### config.mk
export PLATFORM = sky130hd
export DESIGN_NAME = udbf_ram
export DESIGN_NICKNAME = d
export VERILOG_FILES = /design/src/rtl/udbf_pkg.sv /design/src/rtl/udbf_ram.sv
export SDC_FILE = /design/constraint.sdc
export NUM_CORES = 2
export LEC_CHECK = 0
export BUFFER_PORTS_ARGS = -buffer_cell sky130_fd_sc_hd__buf_2
export CAP_MARGIN = 20
export CORE_MARGIN = 2
export CORE_UTILIZATION = 58
export DETAILED_ROUTE_END_ITERATION = 6
export GPL_TIMING_DRIVEN = 0
export HOLD_SLACK_MARGIN = 0.15
export PLACE_DENSITY = 0.8
export SETUP_SLACK_MARGIN = 0.05
export SYNTH_ARGS = -nofsm -noshare
export SYNTH_HDL_FRONTEND = slang
export SYNTH_SLANG_ARGS = --single-unit
### constraint.sdc
create_clock -name clock -period 6.6 [get_ports clock]
set_input_delay 1.32 -clock clock [delete_from_list [all_inputs] [get_ports clock]]
set_output_delay 1.32 -clock clock [all_outputs]
set_load 0.02 [all_outputs]
### src/rtl/udbf_pkg.sv
// Package for the UART dual byte FIFO: field widths, codes, payload and control types.
// Used by every other file of the block except udbf_chan_if; depends on nothing.
`timescale 1ns / 1ps

package udbf_pkg;

   localparam int RX_DEPTH_DEF = 256;
   localparam int TX_DEPTH_DEF = 256;

   localparam int DATA_W     = 8;
   localparam int CMD_W      = 3;
   localparam int LOG2_W     = 4;
   localparam int CNT_W      = 9;
   localparam int DROP_W     = 16;
   localparam int STATUS_W   = 2;
   localparam int CSR_IDX_W  = 2;
   localparam int CSR_DATA_W = 4;

   localparam logic [LOG2_W-1:0] RX_SIZE_LOG2_RST = 4'd8;
   localparam logic [LOG2_W-1:0] TX_SIZE_LOG2_RST = 4'd8;
   localparam logic              TX_ENABLE_RST    = 1'b1;
   localparam logic              AUTO_PUMP_RST    = 1'b1;

   typedef enum logic [CMD_W-1:0] {
      CMD_RX_PUSH  = 3'd0,
      CMD_RX_READ  = 3'd1,
      CMD_TX_WRITE = 3'd2,
      CMD_TX_TICK  = 3'd3,
      CMD_TX_POP   = 3'd4,
      CMD_DROPS    = 3'd5,
      CMD_RESET    = 3'd6
   } cmd_type;

   typedef enum logic [STATUS_W-1:0] {
      ST_OK        = 2'd0,
      ST_EMPTY     = 2'd1,
      ST_NOT_READY = 2'd2
   } status_type;

   typedef enum logic [CSR_IDX_W-1:0] {
      CSR_RX_SIZE_LOG2 = 2'd0,
      CSR_TX_ENABLE    = 2'd1,
      CSR_TX_SIZE_LOG2 = 2'd2,
      CSR_AUTO_PUMP    = 2'd3
   } csr_index_type;

   typedef enum logic [1:0] {
      RD_NONE = 2'd0,
      RD_RX   = 2'd1,
      RD_TX   = 2'd2
   } rd_sel_type;

   typedef struct packed {
      logic [LOG2_W-1:0] rx_size_log2;
      logic              tx_enable;
      logic [LOG2_W-1:0] tx_size_log2;
      logic              auto_pump;
   } cfg_type;

   typedef struct packed {
      logic [CMD_W-1:0]  cmd;
      logic [DATA_W-1:0] data_in;
   } req_payload_type;

   typedef struct packed {
      logic [STATUS_W-1:0] status;
      logic [DATA_W-1:0]   data_out;
      logic                send_valid;
      logic                accepted;
      logic                irq_set_valid;
      logic                irq_set_value;
      logic [CNT_W-1:0]    rx_count;
      logic [CNT_W-1:0]    tx_free;
      logic                tx_busy;
      logic [DROP_W-1:0]   drop_count;
   } rsp_payload_type;

   // Result of one command before the store read data is attached.
   typedef struct packed {
      status_type        status;
      rd_sel_type        rd_sel;
      logic              send_valid;
      logic              accepted;
      logic              irq_set_valid;
      logic              irq_set_value;
      logic [CNT_W-1:0]  rx_count;
      logic [CNT_W-1:0]  tx_free;
      logic              tx_busy;
      logic [DROP_W-1:0] drop_count;
   } step_result_type;

   function automatic int addr_width(input int depth);
      return (depth > 1) ? $clog2(depth) : 1;
   endfunction

endpackage

### src/rtl/udbf_ram.sv
// Byte store with one write port and one read port with registered read data.
// Depends on udbf_pkg for the data width.
`timescale 1ns / 1ps

module udbf_ram
   import udbf_pkg::*;
#(
   parameter int DEPTH = RX_DEPTH_DEF,
   parameter int AW    = addr_width(RX_DEPTH_DEF)
) (
   input  logic              clock,
   input  logic              wr_en,
   input  logic [AW-1:0]     wr_addr,
   input  logic [DATA_W-1:0] wr_data,
   input  logic              rd_en,
   input  logic [AW-1:0]     rd_addr,
   output logic [DATA_W-1:0] rd_data
);

   logic [DATA_W-1:0] store_ff [DEPTH];
   logic [DATA_W-1:0] rd_data_ff;

   always_ff @(posedge clock) begin
      if (wr_en) begin
         store_ff[wr_addr] <= wr_data;
      end
      if (rd_en) begin
         rd_data_ff <= store_ff[rd_addr];
      end
   end

   assign rd_data = rd_data_ff;

endmodule

==> results.ini <==
[yosys]
synth_warnings = 0
synth_edf_count = 2056
ys_ff_latch = 2056
async_reset_ff_share_pct = 0
syn_nets = 3760
ys_seq_area_share_pct = 77.5
avgSynthCellArea_sq_um = 21.3
syn_area_sq_um = 79600
synthFlopType = edfxtp_1
yosys.cell_types.count = 54
synthCells = 3733

[timing]
fmax_ghz = 0.183
finalSetupViolations = 0
post-route-period-util_pct = 83.0
rsz0062_at_grt = no
worst_pin_slew_ns = 1.43
final.min_clock_period_ns = 5.48
slew_viol_final = 0
relSlewSlack_pct = 4.47
fin_skew_ns = 0.0364
fin_tns_setup_ns = 0
hold_viol_final = 0

[clock_tree]
htree_num_levels = 4
clock_sinks = 2056
post_cts_buffers = 0
post_cts_resized = 0
clkLatencyLatePin_ns = 0.84
cts-hold-fix-buffers = 0
clk_pin_slew_ns = 0.07
cts_made_buffers = 191
cts_tree = built
clock_path_buffers = 3
root_buffer = clkbuf_16

[power]
swShare_pct = 22.4
p_int_uw = 20800
powerDensity_nw_per_um2 = 302
power_frac_comb_pct = 5.9
p_clk_share_pct = 40.3
vdd_drop_max_v = 0.000387
power.net_switching_uw = 6010
p_seq_share_pct = 53.8
power_leakage_uw = 0.0274

[setup_path]
arrival_ns = 5.92
startpoint_type = input port
cp.required_ns = 7.05
crit_fanout = 10
reg2regPathDepth = 6
cp-end-kind = flop
critPathKind = input port to flop

[global_routing]
grt_max_degree = 154
grt_pass1_wl_um = 332000
grt_overflow_total = 0
first_global_vias = 43000
antenna_found_initial = 20
track_usage_pct = 34.6

[cells_and_area]
regArea_sq_um = 61700
drive_gt1_share_pct = 22.0
synthToLayoutAreaGrowth_pct = 11.5
fin_nets = 4021
multi_input_area_sq_um = 16400
final_cell_mix = edfxtp_1, mux4_2, nor2_1
final_common_cell = edfxtp_1
stdcell_count = 5952
fillers = 8300

[run_status]
status = finished, violations left
violations = DRC

[floorplan]
pin_count = 35
die_w_um = 375
rows = 135
die_area_sq_um = 140000
core_area_sq_um = 136000
die-height_um = 375
initial_core_util_pct = 58.6

[placement]
gp_congestion = 1.09
place_inst = 5576
dp_hpwl_um = 153000
io_buffer_count = 27

[routing]
via_per_inst = 7.48
ant_nets = 0
avgRoutedWirePerCell_um = 40.6
via_count = 44500
drc = 2
drt_wl_total_um = 242000
first_pass_iters = 7
drtIter0Drc = 9181

[worst_hold_path]
hp-class = input port to flop
hold_depth = 1

[job]
drv_cap = 0

## sequential cells by signal, summed over array words and instances, names as in the netlist
name / cells
rd_data: 8
store_ff: 2048
## stage by stage
stage | util, % | hold WS (ns) | total power, uW | instance area, sq um | setup WS (ns)
2_1_floorplan | - | 0.864 | 15400 | 79600 | 3.20
3_3_place_gp | 60.4 | 1.23 | 16100 | 82000 | 0.452
3_5_place_dp | 60.9 | 1.20 | 16200 | 82700 | 0.728
4_1_cts | 65.3 | 0.927 | 26600 | 88600 | 1.50
5_1_grt | 65.3 | 0.944 | 27200 | 88700 | 1.37
6_report | 65.4 | 0.929 | 26800 | 88800 | 1.13
## final cells by class
type | instances | share of cell area (%)
clock inverter | 120 | 1.14
sequential | 2056 | 69.5
tap | 1781 | 2.51
clock buffer | 226 | 5.58
multi-input combinational | 1442 | 18.5
inverter | 2 | 0.00846
antenna | 24 | 0.0676
buffer | 233 | 1.65
timing repair buffer | 68 | 0.988
## worst max-delay path, cell delays in order
cell and delay [ns]:
buf_2 0.16, clkbuf_1 0.89, clkbuf_1 1.01, a21oi_1 0.59
o32ai_1 0.75, nor3_1 0.12, nor4_1 1.06
## synth_stat cells (13+ instances only)
master	n	area share [%]
buf_2	31	0.19
nand2_1	33	0.16
o221ai_1	46	0.51
a22oi_1	133	1.3
buf_6	21	0.30
buf_1	22	0.10
edfxtp_1	2056	78
o22ai_1	28	0.22
a221oi_1	13	0.14
clkbuf_1	111	0.52
nor4_1	24	0.19
nor3_1	22	0.14
a21oi_1	96	0.60
mux2i_1	134	1.7
a211oi_1	16	0.15
nor2b_1	31	0.24
buf_8	13	0.25
buf_4	27	0.25
nand3_1	34	0.21
nor2_1	282	1.3
mux4_2	454	13
## metal layers
metal	track usage, %	wire length, um	vias to the layer above
li1	-	-	16300
met1	42.8	74000	22300
met2	50.2	107000	4980
met3	15.1	42100	1019
met4	22.0	18900	10
met5	1.10	167	-
## path summary, 6_finish.rpt
| kind | slack [ns] | start | to |
|---|---|---|---|
| setup reg to reg | 2.83 | store_ff[208][3] | rd_data[3] |
| hold reg to reg | 1.35 | store_ff[2][0] | rd_data[0] |
| setup / recovery | 1.13 | rd_addr[3] | rd_data[3] |
| hold / removal | 0.93 | rd_en | rd_data[7] |
## logic make-up (layout without fill, tap and decap cells)
kind of cell           count (synthesis)  in the layout  share of synthesized area (%)
multiplexers                         591            591                           14.6
AO/OA/AOI/OAI                        385            385                           3.42
flip-flops                          2056           2056                           77.5
other                                  0             24                              0
buffers and inverters                235            649                           1.83
AND/OR/NAND/NOR                      466            466                           2.63
## power by group through the flow
stage | logic (uW) | registers [uW] | clock network [uW]
5_1_grt | 1570 | 14400 | 11200
3_5_place_dp | 1470 | 14700 | 0
6_report | 1580 | 14400 | 10800
3_3_place_gp | 1390 | 14700 | 0
2_1_floorplan | 699 | 14700 | 0
4_1_cts | 1490 | 14400 | 10700
No activity file was read; power rests on OpenSTA's default activity.
