--- src/rtl/udbf_pkg.sv ---
// Package for the UART dual byte FIFO: field widths, codes, payload and control types.
// Used by every other file of the block except udbf_chan_if; depends on nothing.
`timescale 1ns / 1ps

package udbf_pkg;

   localparam int RX_DEPTH_DEF = 256;
   localparam int TX_DEPTH_DEF = 256;

   localparam int DATA_W     = 8;
   localparam int CMD_W      = 3;
   localparam int LOG2_W     = 4;
   localparam int CNT_W      = 9;
   localparam int DROP_W     = 16;
   localparam int STATUS_W   = 2;
   localparam int CSR_IDX_W  = 2;
   localparam int CSR_DATA_W = 4;

   localparam logic [LOG2_W-1:0] RX_SIZE_LOG2_RST = 4'd8;
   localparam logic [LOG2_W-1:0] TX_SIZE_LOG2_RST = 4'd8;
   localparam logic              TX_ENABLE_RST    = 1'b1;
   localparam logic              AUTO_PUMP_RST    = 1'b1;

   typedef enum logic [CMD_W-1:0] {
      CMD_RX_PUSH  = 3'd0,
      CMD_RX_READ  = 3'd1,
      CMD_TX_WRITE = 3'd2,
      CMD_TX_TICK  = 3'd3,
      CMD_TX_POP   = 3'd4,
      CMD_DROPS    = 3'd5,
      CMD_RESET    = 3'd6
   } cmd_type;

   typedef enum logic [STATUS_W-1:0] {
      ST_OK        = 2'd0,
      ST_EMPTY     = 2'd1,
      ST_NOT_READY = 2'd2
   } status_type;

   typedef enum logic [CSR_IDX_W-1:0] {
      CSR_RX_SIZE_LOG2 = 2'd0,
      CSR_TX_ENABLE    = 2'd1,
      CSR_TX_SIZE_LOG2 = 2'd2,
      CSR_AUTO_PUMP    = 2'd3
   } csr_index_type;

   typedef enum logic [1:0] {
      RD_NONE = 2'd0,
      RD_RX   = 2'd1,
      RD_TX   = 2'd2
   } rd_sel_type;

   typedef struct packed {
      logic [LOG2_W-1:0] rx_size_log2;
      logic              tx_enable;
      logic [LOG2_W-1:0] tx_size_log2;
      logic              auto_pump;
   } cfg_type;

   typedef struct packed {
      logic [CMD_W-1:0]  cmd;
      logic [DATA_W-1:0] data_in;
   } req_payload_type;

   typedef struct packed {
      logic [STATUS_W-1:0] status;
      logic [DATA_W-1:0]   data_out;
      logic                send_valid;
      logic                accepted;
      logic                irq_set_valid;
      logic                irq_set_value;
      logic [CNT_W-1:0]    rx_count;
      logic [CNT_W-1:0]    tx_free;
      logic                tx_busy;
      logic [DROP_W-1:0]   drop_count;
   } rsp_payload_type;

   // Result of one command before the store read data is attached.
   typedef struct packed {
      status_type        status;
      rd_sel_type        rd_sel;
      logic              send_valid;
      logic              accepted;
      logic              irq_set_valid;
      logic              irq_set_value;
      logic [CNT_W-1:0]  rx_count;
      logic [CNT_W-1:0]  tx_free;
      logic              tx_busy;
      logic [DROP_W-1:0] drop_count;
   } step_result_type;

   function automatic int addr_width(input int depth);
      return (depth > 1) ? $clog2(depth) : 1;
   endfunction

endpackage

--- src/rtl/udbf_ctrl.sv ---
// Pointer, flag and drop counter state of both FIFOs, and the decode of one command.
// Depends on udbf_pkg; drives the store ports of two udbf_ram instances.
`timescale 1ns / 1ps

module udbf_ctrl
   import udbf_pkg::*;
#(
   parameter int RX_DEPTH = RX_DEPTH_DEF,
   parameter int TX_DEPTH = TX_DEPTH_DEF,
   parameter int RX_AW    = addr_width(RX_DEPTH_DEF),
   parameter int TX_AW    = addr_width(TX_DEPTH_DEF)
) (
   input  logic              clock,
   input  logic              reset,
   input  cfg_type           cfg,
   input  logic              accept,
   input  logic [CMD_W-1:0]  cmd,
   input  logic [DATA_W-1:0] data_in,
   output logic              rx_wr_en,
   output logic [RX_AW-1:0]  rx_wr_addr,
   output logic              rx_rd_en,
   output logic [RX_AW-1:0]  rx_rd_addr,
   output logic              tx_wr_en,
   output logic [TX_AW-1:0]  tx_wr_addr,
   output logic              tx_rd_en,
   output logic [TX_AW-1:0]  tx_rd_addr,
   output logic [DATA_W-1:0] wr_data,
   output step_result_type   result
);

   // One spare pointer bit so that a full FIFO is told apart from an empty one.
   localparam int RX_PW     = $clog2(RX_DEPTH) + 1;
   localparam int TX_PW     = $clog2(TX_DEPTH) + 1;
   localparam int RX_MAX_LG = $clog2(RX_DEPTH + 1) - 1;
   localparam int TX_MAX_LG = $clog2(TX_DEPTH + 1) - 1;

   logic [RX_PW-1:0]  rx_wr_ff, rx_wr_in, rx_rd_ff, rx_rd_in;
   logic [TX_PW-1:0]  tx_wr_ff, tx_wr_in, tx_rd_ff, tx_rd_in;
   logic              tx_active_ff, tx_active_in;
   logic [DROP_W-1:0] drops_ff, drops_in;

   logic [LOG2_W-1:0] rx_cap_lg, tx_cap_lg;
   logic [RX_PW-1:0]  rx_cap, rx_mask, rx_fill, rx_fill_after;
   logic [TX_PW-1:0]  tx_cap, tx_mask, tx_fill, tx_fill_after, tx_free_full;

   // Capacity in use is clamped to the largest power of two that fits the store.
   assign rx_cap_lg = (cfg.rx_size_log2 > LOG2_W'(RX_MAX_LG)) ?
                      LOG2_W'(RX_MAX_LG) : cfg.rx_size_log2;
   assign tx_cap_lg = (cfg.tx_size_log2 > LOG2_W'(TX_MAX_LG)) ?
                      LOG2_W'(TX_MAX_LG) : cfg.tx_size_log2;
   assign rx_cap  = RX_PW'(1) << rx_cap_lg;
   assign tx_cap  = TX_PW'(1) << tx_cap_lg;
   assign rx_mask = rx_cap - RX_PW'(1);
   assign tx_mask = tx_cap - TX_PW'(1);
   assign rx_fill = rx_wr_ff - rx_rd_ff;
   assign tx_fill = tx_wr_ff - tx_rd_ff;

   assign rx_wr_addr = rx_wr_ff[RX_AW-1:0] & rx_mask[RX_AW-1:0];
   assign rx_rd_addr = rx_rd_ff[RX_AW-1:0] & rx_mask[RX_AW-1:0];
   assign tx_wr_addr = tx_wr_ff[TX_AW-1:0] & tx_mask[TX_AW-1:0];
   assign tx_rd_addr = tx_rd_ff[TX_AW-1:0] & tx_mask[TX_AW-1:0];
   assign wr_data    = data_in;

   always_comb begin
      rx_wr_in     = rx_wr_ff;
      rx_rd_in     = rx_rd_ff;
      tx_wr_in     = tx_wr_ff;
      tx_rd_in     = tx_rd_ff;
      tx_active_in = tx_active_ff;
      drops_in     = drops_ff;
      rx_wr_en     = 1'b0;
      rx_rd_en     = 1'b0;
      tx_wr_en     = 1'b0;
      tx_rd_en     = 1'b0;

      result               = '0;
      result.status        = ST_OK;
      result.rd_sel        = RD_NONE;

      if (accept) begin
         case (cmd)
            CMD_RX_PUSH: begin
               if (rx_fill < rx_cap) begin
                  rx_wr_en        = 1'b1;
                  rx_wr_in        = rx_wr_ff + RX_PW'(1);
                  result.accepted = 1'b1;
               end else begin
                  drops_in = drops_ff + DROP_W'(1);
               end
            end
            CMD_RX_READ: begin
               if (rx_fill == '0) begin
                  result.status = ST_EMPTY;
               end else begin
                  rx_rd_en      = 1'b1;
                  rx_rd_in      = rx_rd_ff + RX_PW'(1);
                  result.rd_sel = RD_RX;
               end
            end
            CMD_TX_WRITE: begin
               if (!cfg.tx_enable) begin
                  result.status = ST_NOT_READY;
               end else if (tx_fill < tx_cap) begin
                  tx_wr_en        = 1'b1;
                  tx_wr_in        = tx_wr_ff + TX_PW'(1);
                  result.accepted = 1'b1;
                  // With auto pump on, a write into an empty FIFO starts interrupt-driven sending.
                  if (cfg.auto_pump && tx_fill == '0) begin
                     tx_active_in         = 1'b1;
                     result.irq_set_valid = 1'b1;
                     result.irq_set_value = 1'b1;
                  end
               end
            end
            CMD_TX_TICK: begin
               if (!cfg.tx_enable || !cfg.auto_pump) begin
                  result.status = ST_NOT_READY;
               end else begin
                  if (tx_fill == '0) begin
                     result.status = ST_EMPTY;
                  end else begin
                     tx_rd_en          = 1'b1;
                     tx_rd_in          = tx_rd_ff + TX_PW'(1);
                     result.rd_sel     = RD_TX;
                     result.send_valid = 1'b1;
                  end
                  // The enable drops once the tick leaves nothing to send.
                  if (tx_fill <= TX_PW'(1)) begin
                     tx_active_in         = 1'b0;
                     result.irq_set_valid = 1'b1;
                     result.irq_set_value = 1'b0;
                  end
               end
            end
            CMD_TX_POP: begin
               if (!cfg.tx_enable) begin
                  result.status = ST_NOT_READY;
               end else if (tx_fill == '0) begin
                  result.status = ST_EMPTY;
               end else begin
                  tx_rd_en      = 1'b1;
                  tx_rd_in      = tx_rd_ff + TX_PW'(1);
                  result.rd_sel = RD_TX;
               end
            end
            CMD_DROPS: begin
               result.drop_count = drops_ff;
               drops_in          = '0;
            end
            CMD_RESET: begin
               rx_wr_in     = '0;
               rx_rd_in     = '0;
               tx_wr_in     = '0;
               tx_rd_in     = '0;
               tx_active_in = 1'b0;
               drops_in     = '0;
            end
            default: begin
            end
         endcase
      end

      rx_fill_after  = rx_wr_in - rx_rd_in;
      tx_fill_after  = tx_wr_in - tx_rd_in;
      tx_free_full   = tx_cap - tx_fill_after;
      result.rx_count = CNT_W'(rx_fill_after);
      result.tx_free  = (cfg.tx_enable && tx_fill_after < tx_cap) ?
                        CNT_W'(tx_free_full) : '0;
      result.tx_busy  = cfg.tx_enable && (tx_fill_after != '0 || tx_active_in);
   end

   always_ff @(posedge clock) begin
      if (reset) begin
         rx_wr_ff     <= '0;
         rx_rd_ff     <= '0;
         tx_wr_ff     <= '0;
         tx_rd_ff     <= '0;
         tx_active_ff <= 1'b0;
         drops_ff     <= '0;
      end else begin
         rx_wr_ff     <= rx_wr_in;
         rx_rd_ff     <= rx_rd_in;
         tx_wr_ff     <= tx_wr_in;
         tx_rd_ff     <= tx_rd_in;
         tx_active_ff <= tx_active_in;
         drops_ff     <= drops_in;
      end
   end

endmodule

--- config.mk ---
export PLATFORM = sky130hd
export DESIGN_NAME = udbf_ctrl
export DESIGN_NICKNAME = d
export VERILOG_FILES = /design/src/rtl/udbf_pkg.sv /design/src/rtl/udbf_ctrl.sv
export SDC_FILE = /design/constraint.sdc
export NUM_CORES = 1
export LEC_CHECK = 0
export BUFFER_PORTS_ARGS = -buffer_cell sky130_fd_sc_hd__buf_2
export CAP_MARGIN = 20
export CORE_MARGIN = 10
export CORE_UTILIZATION = 63
export DETAILED_ROUTE_END_ITERATION = 7
export MAX_ROUTING_LAYER = met4
export PLACE_DENSITY = 0.84
export SYNTH_ARGS = -nofsm -noshare
export SYNTH_HDL_FRONTEND = slang
export SYNTH_SLANG_ARGS = --single-unit
--- constraint.sdc ---
create_clock -name clock -period 19.6 [get_ports clock]
set_input_delay 1.96 -clock clock [delete_from_list [all_inputs] [get_ports clock]]
set_output_delay 1.96 -clock clock [all_outputs]
set_load 0.01 [all_outputs]
==> qor_table.md, run 1 <==
| Step | Item | Reported |
|---|---|---|
| status | Status | complete, no violations |
| global routing | Wire length of the first global-routing pass | 30.8 mm |
| sta | Worst slew margin relative to its limit | 32.9% |
| setup path | Element type at the critical path start | input pin |
| synthesis | Total standard cell area after synthesis | 6310 um^2 |
| cells and area | Final-stage net count | 1032 |
| sta | Setup repair after global routing missed its margin | no |
| synthesis | Post-synthesis sequential area ratio | 16.8% |
| synthesis | Warning count from the yosys run | 0 |
| synthesis | Number of standard cells after synthesis | 881 |
| die | Ports | 111 |
| sta | Achievable clock frequency | 108 MHz |
| route | Detailed-route wire length | 18.7 mm |
| sta | Final-report hold violation count | 0 |
| flow run | Max-Cap Viols | 0 |
| die | Row count | 36 |
| sta | Setup Skew | 5.09 ps |
| global routing | Maximum number of pins on one net before global-route repair | 34 |
| clock tree | Clk root buf | clkbuf_8 |
| synthesis | EDFF count, synth | 0 |
| setup path | Kind of critical path | in -> out |
| route | Vias post-DR | 6654 |
| synthesis | Mean instance size in the synthesized netlist | 7.16 um^2 |
| sta | Final-layout setup total negative slack | 0 ps |
| clock tree | Clock-pin slew of the registers on the worst-case setup and hold paths | 90 ps |
| die | Die Area | 14400 um^2 |
| placement | Area after detailed placement | 6760 um^2 |
| hold path | Hold WC Path Type | reg -> reg |
| setup path | Top fanout value on the critical path | 9 |
| global routing | Via count of the first global-routing pass | 6247 |
| setup path | Type of element capturing the critical path | output port |
| synthesis | Count of unique library cells instantiated by Yosys | 77 |
| power | Portion of total power attributed to combinational logic | 28.5% |
| synthesis | Number of storage elements in the synthesis netlist | 53 |
| cells and area | Layout cells sized above 1 | 12.1% |
| clock tree | Clock tree from TritonCTS | built |
| clock tree | H-tree depth reported by CTS | 2 |
| synthesis | Share of the synthesized area in the top cell type | 16.8% |
| clock tree | TritonCTS Buffers | 5 |
| global routing | Overall routing resource usage | 25.9% |
| clock tree | Clock Sinks | 53 |
| power | Power Internal | 161 uW |
| power | Sequential fraction of design power | 45.0% |
| setup path | Worst EP arrival | 7310 ps |
| synthesis | Share of flip-flops with an asynchronous set or reset | 0% |
| clock tree | Insertion delay of the later-clocked pin in the worst-skew pair | 310 ps |
| sta | Final Cycle Share | 47.3% |
| clock tree | Setup fix buffers added after clock tree synthesis | 0 |
| synthesis | Cell accounting for the most synthesized area | dfxtp_1 |
| route | Number of DRC markers after the initial detailed-route iteration | 767 |
| synthesis | Dominant synthesized flop cell | dfxtp_1 |
| power | Worst voltage drop across the vdd grid | 32.0 uV |
| cells and area | Most common cell after layout, fill and taps aside | nor2_1 |
| placement | Number of port buffers | 94 |
| setup path | Data required time of the critical path | 17640 ps |
| placement | Detailed Place HPWL | 14.9 mm |
| die | Core footprint | 9770 um^2 |
| sta | Final Slew Violations | 0 |
| sta | Least-Margin Pin Slew | 1010 ps |
| route | Average wire per cell in the routed design | 17.4 um |
| die | Starting density of the core | 64.6% |
| power | Clock share of power | 26.5% |
| sta | Final setup violation count | 0 |
| power | Total power | 241 uW |
| route | Pre-Repair DR Iteration Count | 6 |
| setup path | First element of the critical path | cfg[3] |
| power | Areal power density over the cells | 35.2 nW/um^2 |
| clock tree | Post-cts sizing count | 0 |
| cells and area | Share of the core filled with cells in the final layout | 70.0% |
| die | Overall die height | 120 um |
| global routing | Antenna violations before repair | 0 |
| hold path | Hold Crit Start | drops_ff[1]$_SDFFE_PP0P_ |
| clock tree | Cts hold-fix bufs | 0 |
| power | Standby leakage power | 0.00310 uW |
| synthesis | Leading cell types by total area after synthesis | dfxtp_1, ha_1, nor2_1, and2_1, xnor2_1 |
| cells and area | Final Cell Area | 6840 um^2 |
| synthesis | Net Count, Synth | 972 |
| route | Via density per instance | 6.20 |
| global routing | Overall overflow remaining after global route | 0 |
| sta | Fin crit period | 9270 ps |
| route | Remaining antenna violation count after routing | 0 |
| cells and area | Final antenna diode count | 0 |
| sta | Minimum hold slack | 530 ps |
| power | Psw | 80.0 uW |
| setup path | Reg2reg start | rx_wr_ff[0]$_SDFF_PP0_ |
| cells and area | Synth-to-layout area growth | 8.47% |
| power | Switching share of power | 33.2% |
| placement | Final weighted congestion in routability-driven placement | 1.05 |
| route | Count of unresolved DRC violations after routing | 0 |
| clock tree | Number of buffers between clock root and the deepest sink | 2 |
| die | Overall die width | 120 um |
| cells and area | Most frequent cells in the layout | nor2_1, buf_2, nand2_1 |
[cells in the mapped netlist (11+ instances only)]
cell / n
nor2_1: 105
nand2_1: 67
ha_1: 62
inv_1: 58
dfxtp_1: 53
a21oi_1: 45
and2_1: 42
o21ai_0: 42
nor3_1: 33
nand3_1: 29
xnor2_1: 29
clkbuf_1: 28
nor2b_1: 25
xor2_1: 21
and3_1: 19
a21o_1: 15
nand4_1: 14
or3_1: 12
nand2b_1: 11
o21a_1: 11
[metrics by stage]
| stage | worst slack (ps) | instances |
|---|---|---|
| 2_1_floorplan | 10910 | 881 |
| 3_3_place_gp | 10650 | 1067 |
| 3_5_place_dp | 10480 | 1067 |
| 4_1_cts | 10440 | 1074 |
| 5_1_grt | 9880 | 1074 |
| 6_report | 10330 | 1074 |
[critical path, cell delays in order]
cell and delay, ps:
buf_2 170, nor2b_1 220, nand2_1 160, ha_1 330, a211oi_1 370, nor2_1 90, a211oi_1 390, and2_1 310
xnor2_1 90, nand2_1 110, ha_1 190, inv_1 50, fa_1 410, a211oi_1 230, o21ai_1 130, a21o_1 180
a21oi_1 170, xnor2_1 160, nand3_1 120, and2_1 200, ha_1 340, o21a_1 140, o21ai_0 80, a211o_1 380
nor3_1 190, buf_2 150
[worst paths after layout]
check / slack, ps / cells after the start / to
setup reg to reg: 15170 / 16 / rx_wr_ff[1]$_SDFF_PP0_
setup / recovery: 10330 / 26 / result[20]
hold / removal: 530 / 2 / drops_ff[1]$_SDFFE_PP0P_
hold reg to reg: 530 / 2 / drops_ff[1]$_SDFFE_PP0P_
[cells by family after synthesis]
logic type      synth area share [%]
xor+xnor                        7.20
fa+ha+maj                       14.0
buf+inv                         6.62
compound gates                  21.5
simple gates                    31.7
flops                           16.8
mux                             2.12
[power groups by stage]
stage | Sequential [uW] | Clock (uW) | Combinational [uW]
final | 108 | 63.8 | 68.6
after global routing | 109 | 68.7 | 75.8
after CTS | 108 | 64.8 | 67.2
after detailed placement | 111 | 0 | 66.7
after global placement | 111 | 0 | 65.9
after floorplan | 111 | 0 | 51.1
[layer usage]
| metal | vias up | wire length (um) | global-route usage [%] |
|---|---|---|---|
| met5 | - | 0 | - |
| met4 | 0 | 387 | 7.24 |
| met3 | 34 | 1800 | 3.89 |
| met2 | 328 | 8120 | 39.9 |
| met1 | 3048 | 8430 | 34.5 |
| li1 | 3244 | - | - |
[sequential cells by signal, indices dropped and copies added (netlist names)]
| name | cells |
|---|---|
| rx_rd_ff | 9 |
| tx_active_ff | 1 |
| tx_wr_ff | 9 |
| tx_rd_ff | 9 |
| rx_wr_ff | 9 |
| drops_ff | 16 |
[area by class of cell]
| cell class | instances | area, um^2 |
|---|---|---|
| well taps | 133 | 166 |
| flip-flops and latches | 53 | 1060 |
| clock buffers | 7 | 86.3 |
| inverters | 59 | 221 |
| multi-input cells | 727 | 4830 |
| fillers | 873 | 2930 |
| repair buffers | 95 | 478 |
(Power assumes the default switching activity.)
==> inputs of run 2 (changes only) <==
--- a/config.mk
+++ b/config.mk
@@ -8,10 +8,10 @@
 export BUFFER_PORTS_ARGS = -buffer_cell sky130_fd_sc_hd__buf_2
 export CAP_MARGIN = 20
 export CORE_MARGIN = 10
-export CORE_UTILIZATION = 63
+export CORE_UTILIZATION = 58
 export DETAILED_ROUTE_END_ITERATION = 7
 export MAX_ROUTING_LAYER = met4
-export PLACE_DENSITY = 0.84
+export PLACE_DENSITY = 0.78
 export SYNTH_ARGS = -nofsm -noshare
 export SYNTH_HDL_FRONTEND = slang
 export SYNTH_SLANG_ARGS = --single-unit
==> constraint.sdc (replaced) <==
create_clock -name clock -period 9.35 [get_ports clock]
set_input_delay 0.935 -clock clock [delete_from_list [all_inputs] [get_ports clock]]
set_output_delay 0.935 -clock clock [all_outputs]
set_load 0.01 [all_outputs]
==> qor_table.md, run 2 (same netlist as run 1, synthesis figures left out) <==
| Step | Item | Reported | Change |
|---|---|---|---|
| setup path | Worst Setup EP | result[20] |  |
| cells and area | Layout cells sized above 1 | 12.4% | +0.29 points |
| sta | Least-Margin Pin Slew | 1030 ps | +23.1 ps |
| setup path | Cell family contributing the most delay on the critical path | compound AO/OA/AOI/OAI gates |  |
| clock tree | TritonCTS Buffers | 5 | unchanged |
| global routing | Wire length of the first global-routing pass | 30.3 mm | -1.7% |
| sta | Setup Skew | 15.4 ps | +10.3 ps |
| cells and area | Area taken by flip-flops and latches | 1060 um^2 | unchanged |
| clock tree | Number of buffers between clock root and the deepest sink | 2 | unchanged |
| setup path | Stages on the worst setup path | 29 | +12% |
| sta | Final-report hold violation count | 0 | unchanged |
| power | Worst voltage drop across the vdd grid | 57.7 uV | +80% |
| route | Average wire per cell in the routed design | 17.1 um | -1.8% |
| setup path | Number of buffer and inverter instances along the worst setup path | 3 | unchanged |
| placement | Detailed Place HPWL | 14.8 mm | -0.94% |
| setup path | Endpoint of the worst register-to-register path | drops_ff[3]$_SDFFE_PP0P_ |  |
| cells and area | Synth-to-layout area growth | 8.98% |  |
| die | Overall die height | 124 um | +3.5% |
| die | Starting density of the core | 58.7% | -5.8 points |
| sta | Fin crit period | 7890 ps |  |
| clock tree | Clock-pin slew of the registers on the worst-case setup and hold paths | 120 ps | +30 ps |
| die | Die Area | 15500 um^2 | +7.2% |
| setup path | Reg2reg start | rx_wr_ff[0]$_SDFF_PP0_ |  |
| clock tree | Insertion delay of the later-clocked pin in the worst-skew pair | 340 ps | +30 ps |
| setup path | Worst Reg2Reg Path Length in Cells | 16 | unchanged |
| cells and area | Top reg by flops | drops_ff |  |
| setup path | Kind of critical path | reg -> out |  |
| global routing | Overall routing resource usage | 23.1% | -2.8 points |
| route | Count of unresolved DRC violations after routing | 0 | unchanged |
| cells and area | Finished Layout Cells | 1085 | +1.0% |
| route | Remaining antenna violation count after routing | 0 | unchanged |
| clock tree | Post-cts sizing count | 0 | unchanged |
| route | Vias post-DR | 6677 | +0.35% |
| setup path | Setup slack of the worst register-to-register path | 5130 ps | -10040 ps |
| cells and area | Most frequent cells in the layout | nor2_1, buf_2, nand2_1 |  |
| setup path | Top fanout value on the critical path | 9 | unchanged |
| sta | Worst slew margin relative to its limit | 30.6% | -2.3 points |
| placement | Post-placement cell count | 1075 | +0.75% |
| clock tree | Setup fix buffers added after clock tree synthesis | 0 | unchanged |
| sta | Final Cycle Share | 84.3% |  |
| sta | Achievable clock frequency | 127 MHz |  |
| sta | Final Slew Violations | 0 | unchanged |
| setup path | Top cell by count, worst path | ha_1 |  |
| clock tree | Clk root buf | clkbuf_8 |  |
| die | Overall die width | 124 um | +3.5% |
| route | Number of DRC markers after the initial detailed-route iteration | 624 | -19% |
| route | Pre-Repair DR Iteration Count | 5 | -1 |
| cells and area | Flip-flop count of the largest register after layout | 16 | unchanged |
| cells and area | Most common cell after layout, fill and taps aside | nor2_1 |  |
| die | Row count | 38 | +5.6% |
| sta | Setup repair after global routing missed its margin | no |  |
| die | Core footprint | 10700 um^2 | +9.9% |
| placement | Final weighted congestion in routability-driven placement | 0.961 | -8.6% |
| flow run | Max-Cap Viols | 0 | unchanged |
| global routing | Via count of the first global-routing pass | 6210 | -0.59% |
| route | Via density per instance | 6.15 | -0.67% |
| setup path | Master of the slowest instance on the critical path | dfxtp_1 |  |
| placement | Number of port buffers | 94 | unchanged |
| power | Standby leakage power | 0.00311 uW | +0.38% |
| global routing | Overall overflow remaining after global route | 0 | unchanged |
| cells and area | Fillers | 1037 | +19% |
| clock tree | Clock tree from TritonCTS | built |  |
| power | Areal power density over the cells | 75.6 nW/um^2 | +110% |
| sta | Final setup violation count | 0 | unchanged |
| global routing | Maximum number of pins on one net before global-route repair | 34 | unchanged |
| clock tree | H-tree depth reported by CTS | 2 | unchanged |
| setup path | Type of element capturing the critical path | output port |  |
| global routing | Antenna violations before repair | 1 | +1 |
| clock tree | Cts hold-fix bufs | 0 | unchanged |
| route | Detailed-route wire length | 18.6 mm | -0.84% |
| setup path | First element of the critical path | tx_rd_ff[2]$_SDFF_PP0_ |  |
| status | Status | complete, no violations |  |
| clock tree | Clock Sinks | 53 | unchanged |
| cells and area | Multi-input gate area | 4830 um^2 | unchanged |
| cells and area | Final-stage net count | 1033 | +0.097% |
| setup path | Largest incremental delay on the critical path | 480 ps | +70 ps |
| setup path | Data required time of the critical path | 8420 ps | -9220 ps |
| setup path | Element type at the critical path start | register |  |
| die | Ports | 111 | unchanged |
| hold path | Hold WC Path Type | reg -> reg |  |
| sta | Final-layout setup total negative slack | 0 ps | unchanged |
| setup path | Worst EP arrival | 6950 ps | -360 ps |
run 2: worst min-delay path: stages, from the launching register on:
cell and delay [ps]:
dfxtp_1 340, o21ai_0 90, a21oi_1 70
run 2: per-layer routing:
metal  GRT usage (%)  up-vias  share of wire [%]
met1            31.8     3102                 47
met4            4.73        0                1.3
li1                -     3250                  -
met3            4.68       27                9.5
met2            34.1      298                 43
met5               -        -                  0
run 2: how the worst min path moves through the flow:
stage,startpoint,endpoint,slack (ps),depth (start not counted)
final,tx_rd_ff[5]$_SDFF_PP0_,tx_rd_ff[5]$_SDFF_PP0_,520,2
after global routing,tx_active_ff$_SDFF_PP0_,tx_active_ff$_SDFF_PP0_,560,2
after CTS,rx_rd_ff[7]$_SDFF_PP0_,rx_rd_ff[7]$_SDFF_PP0_,530,1
after detailed placement,tx_rd_ff[5]$_SDFF_PP0_,tx_rd_ff[5]$_SDFF_PP0_,510,2
after global placement,tx_rd_ff[5]$_SDFF_PP0_,tx_rd_ff[5]$_SDFF_PP0_,500,2
after floorplan,tx_active_ff$_SDFF_PP0_,tx_active_ff$_SDFF_PP0_,450,2
run 2: cell type report:
class                           count  area share (%)
Inverter                           59            3.22
Antenna cell                        2          0.0728
Clock buffer                        5            1.00
Clock inverter                      3           0.418
Multi-Input combinational cell    727            70.3
Tap cell                          140            2.55
Sequential cell                    53            15.4
Timing Repair Buffer               96            7.06
run 2: through the flow:
stage	setup slack (ps)	hold slack [ps]	instance area (um^2)	total power (uW)	utilization, %
after detailed placement	1960	512	6770	373	63.0
final	1460	525	6880	520	64.0
after global routing	921	558	6870	546	64.0
after global placement	2170	505	6770	372	63.0
after CTS	1570	529	6870	518	63.9
after floorplan	2540	451	6310	340	-
run 2: power by group:
| part | internal, uW | switching [uW] | leakage [uW] |
|---|---|---|---|
| Sequential | 226 | 0.995 | 0.000427 |
| Combinational | 52.5 | 91.5 | 0.00263 |
| Clock | 56.8 | 91.6 | 0.0000511 |
| Total | 336 | 184 | 0.00311 |
==> inputs of run 3 (changes only) <==
==> constraint.sdc (replaced) <==
create_clock -name clock -period 8.1 [get_ports clock]
set_input_delay 0.81 -clock clock [delete_from_list [all_inputs] [get_ports clock]]
set_output_delay 0.81 -clock clock [all_outputs]
set_load 0.01 [all_outputs]
==> qor_table.md, run 3 (same netlist as run 1, synthesis figures left out) <==
| Step | Item | Reported | Change |
|---|---|---|---|
| status | Status | complete, no violations |  |
| global routing | Maximum number of pins on one net before global-route repair | 34 | unchanged |
| die | Core footprint | 10700 um^2 | unchanged |
| die | Overall die width | 124 um | unchanged |
| setup path | Top cell by count, worst path | ha_1 |  |
| power | Sequential fraction of design power | 44.5% | +0.8 points |
| die | Overall die height | 124 um | unchanged |
| route | Via density per instance | 6.13 | -0.46% |
| setup path | Data required time of the critical path | 7290 ps | -1130 ps |
| global routing | Wire length of the first global-routing pass | 30.0 mm | -0.87% |
| clock tree | Number of buffers between clock root and the deepest sink | 2 | unchanged |
| flow run | Max-Cap Viols | 0 | unchanged |
| route | Remaining antenna violation count after routing | 0 | unchanged |
| cells and area | Final-stage net count | 1034 | +0.097% |
| setup path | Kind of critical path | reg -> out |  |
| placement | Final weighted congestion in routability-driven placement | 0.959 | -0.14% |
| clock tree | Cts hold-fix bufs | 0 | unchanged |
| sta | Least-Margin Pin Slew | 950 ps | -80.5 ps |
| power | Areal power density over the cells | 85.6 nW/um^2 | +13% |
| sta | Fin crit period | 7550 ps |  |
| setup path | Element type at the critical path start | register |  |
| sta | Achievable clock frequency | 132 MHz |  |
| global routing | Antenna violations before repair | 0 | -1 |
| cells and area | Layout cells sized above 1 | 13.1% | +0.73 points |
| cells and area | Fillers | 1009 | -2.7% |
| power | Clock share of power | 27.3% | -1.2 points |
| setup path | Type of element capturing the critical path | output port |  |
| sta | Setup repair after global routing missed its margin | no |  |
| clock tree | Insertion delay of the later-clocked pin in the worst-skew pair | 320 ps | -20 ps |
| clock tree | Clock-pin slew of the registers on the worst-case setup and hold paths | 110 ps | about the same |
| placement | Number of port buffers | 94 | unchanged |
| global routing | Overall overflow remaining after global route | 0 | unchanged |
| clock tree | Clock Sinks | 53 | unchanged |
| clock tree | H-tree depth reported by CTS | 2 | unchanged |
| sta | Worst slew margin relative to its limit | 36.0% | +5.4 points |
| placement | Area after detailed placement | 6780 um^2 | +0.11% |
| route | Count of unresolved DRC violations after routing | 0 | unchanged |
| route | Pre-Repair DR Iteration Count | 7 | +2 |
| hold path | Hold WC Path Type | reg -> reg |  |
| power | Switching share of power | 34.7% | -0.71 points |
| power | Psw | 205 uW | +11% |
| power | Portion of total power attributed to combinational logic | 28.3% | +0.6 points |
| global routing | Via count of the first global-routing pass | 6129 | -1.3% |
| clock tree | TritonCTS Buffers | 5 | unchanged |
| cells and area | Most frequent cells in the layout | nor2_1, buf_2, nand2_1 |  |
| setup path | Master of the slowest instance on the critical path | fa_1 |  |
| sta | Setup Skew | 4.64 ps | -10.7 ps |
| setup path | Top fanout value on the critical path | 9 | unchanged |
| die | Row count | 38 | unchanged |
| sta | Final-layout setup total negative slack | 0 ps | unchanged |
| clock tree | Clock tree from TritonCTS | built |  |
| global routing | Overall routing resource usage | 23.0% | -0.10 points |
| cells and area | Flip-flop count of the largest register after layout | 16 | unchanged |
| placement | Detailed Place HPWL | 14.8 mm | +0.33% |
| die | Starting density of the core | 58.7% | unchanged |
| route | Detailed-route wire length | 18.6 mm | about the same |
| clock tree | Clk root buf | clkbuf_8 |  |
| clock tree | Setup fix buffers added after clock tree synthesis | 0 | unchanged |
| die | Ports | 111 | unchanged |
| setup path | Worst EP arrival | 6740 ps | -210 ps |
| sta | Final Slew Violations | 0 | unchanged |
| cells and area | Most common cell after layout, fill and taps aside | nor2_1 |  |
| sta | Final-report hold violation count | 0 | unchanged |
| power | Worst voltage drop across the vdd grid | 66.7 uV | +15% |
| route | Number of DRC markers after the initial detailed-route iteration | 753 | +21% |
| clock tree | Post-cts sizing count | 0 | unchanged |
| power | Power Internal | 386 uW | +15% |
| sta | Final Cycle Share | 93.2% |  |
| power | Standby leakage power | 0.00311 uW | +0.18% |
| cells and area | Top reg by flops | drops_ff |  |
| die | Die Area | 15500 um^2 | unchanged |
| route | Vias post-DR | 6646 | -0.46% |
| cells and area | Final Cell Area | 6900 um^2 | +0.35% |
| cells and area | Synth-to-layout area growth | 9.36% |  |
| route | Average wire per cell in the routed design | 17.1 um | about the same |
| setup path | Largest incremental delay on the critical path | 430 ps | -50 ps |
| sta | Final setup violation count | 0 | unchanged |
run 3: worst max-delay path: cells and delay by family (launching register included):
| kind | cells | cell delay, ps |
|---|---|---|
| AND/OR/NAND/NOR | 7 | 1230 |
| adder cells (fa/ha/maj) | 6 | 1950 |
| XOR/XNOR | 3 | 460 |
| buffers and inverters | 3 | 300 |
| flip-flops | 1 | 370 |
| AO/OA/AOI/OAI | 11 | 2120 |
run 3: area by class of cell:
class                   instances  area, um^2  area share [%]
inverters                      59         221            3.21
repair buffers                 97         493            7.14
multi-input cells             727        4850            70.3
clock buffers                   5        68.8           0.997
well taps                     140         175            2.54
flip-flops and latches         53        1060            15.4
clock inverters                 3        25.0           0.363
diodes                          1        2.50          0.0363
run 3: routing by layer:
layer	up-vias	global-route usage, %	routed length, um
li1	3259	-	-
met1	3107	31.7	8610
met2	263	34.3	8030
met3	17	4.26	1760
met4	0	4.25	179
met5	-	-	0
run 3: per-stage QoR:
| step | util [%] | cells | power [uW] | worst slack [ps] | hold WS (ps) |
|---|---|---|---|---|---|
| 2_1_floorplan | - | 881 | 392 | 1410 | 451 |
| 3_3_place_gp | 63.1 | 1076 | 430 | 1040 | 505 |
| 3_5_place_dp | 63.1 | 1076 | 431 | 816 | 511 |
| 4_1_cts | 64.0 | 1084 | 588 | 433 | 526 |
| 5_1_grt | 64.2 | 1084 | 621 | 44.8 | 548 |
| 6_report | 64.2 | 1085 | 591 | 548 | 539 |
run 3: power by group through the flow:
stage	Combinational (uW)	Clock (uW)	Sequential [uW]
2_1_floorplan	124	0	268
3_3_place_gp	162	0	268
3_5_place_dp	163	0	269
4_1_cts	164	162	263
5_1_grt	185	174	263
6_report	167	161	263
run 3: worst paths after layout:
path                          startpoint                  endpoint  slack, ps  cells past startpoint
setup / recovery  tx_wr_ff[0]$_SDFF_PP0_                result[20]        550                     30
hold / removal    tx_rd_ff[5]$_SDFF_PP0_    tx_rd_ff[5]$_SDFF_PP0_        540                      2
setup reg to reg  rx_wr_ff[0]$_SDFF_PP0_  drops_ff[3]$_SDFFE_PP0P_       3840                     16
hold reg to reg   tx_rd_ff[5]$_SDFF_PP0_    tx_rd_ff[5]$_SDFF_PP0_        540                      2
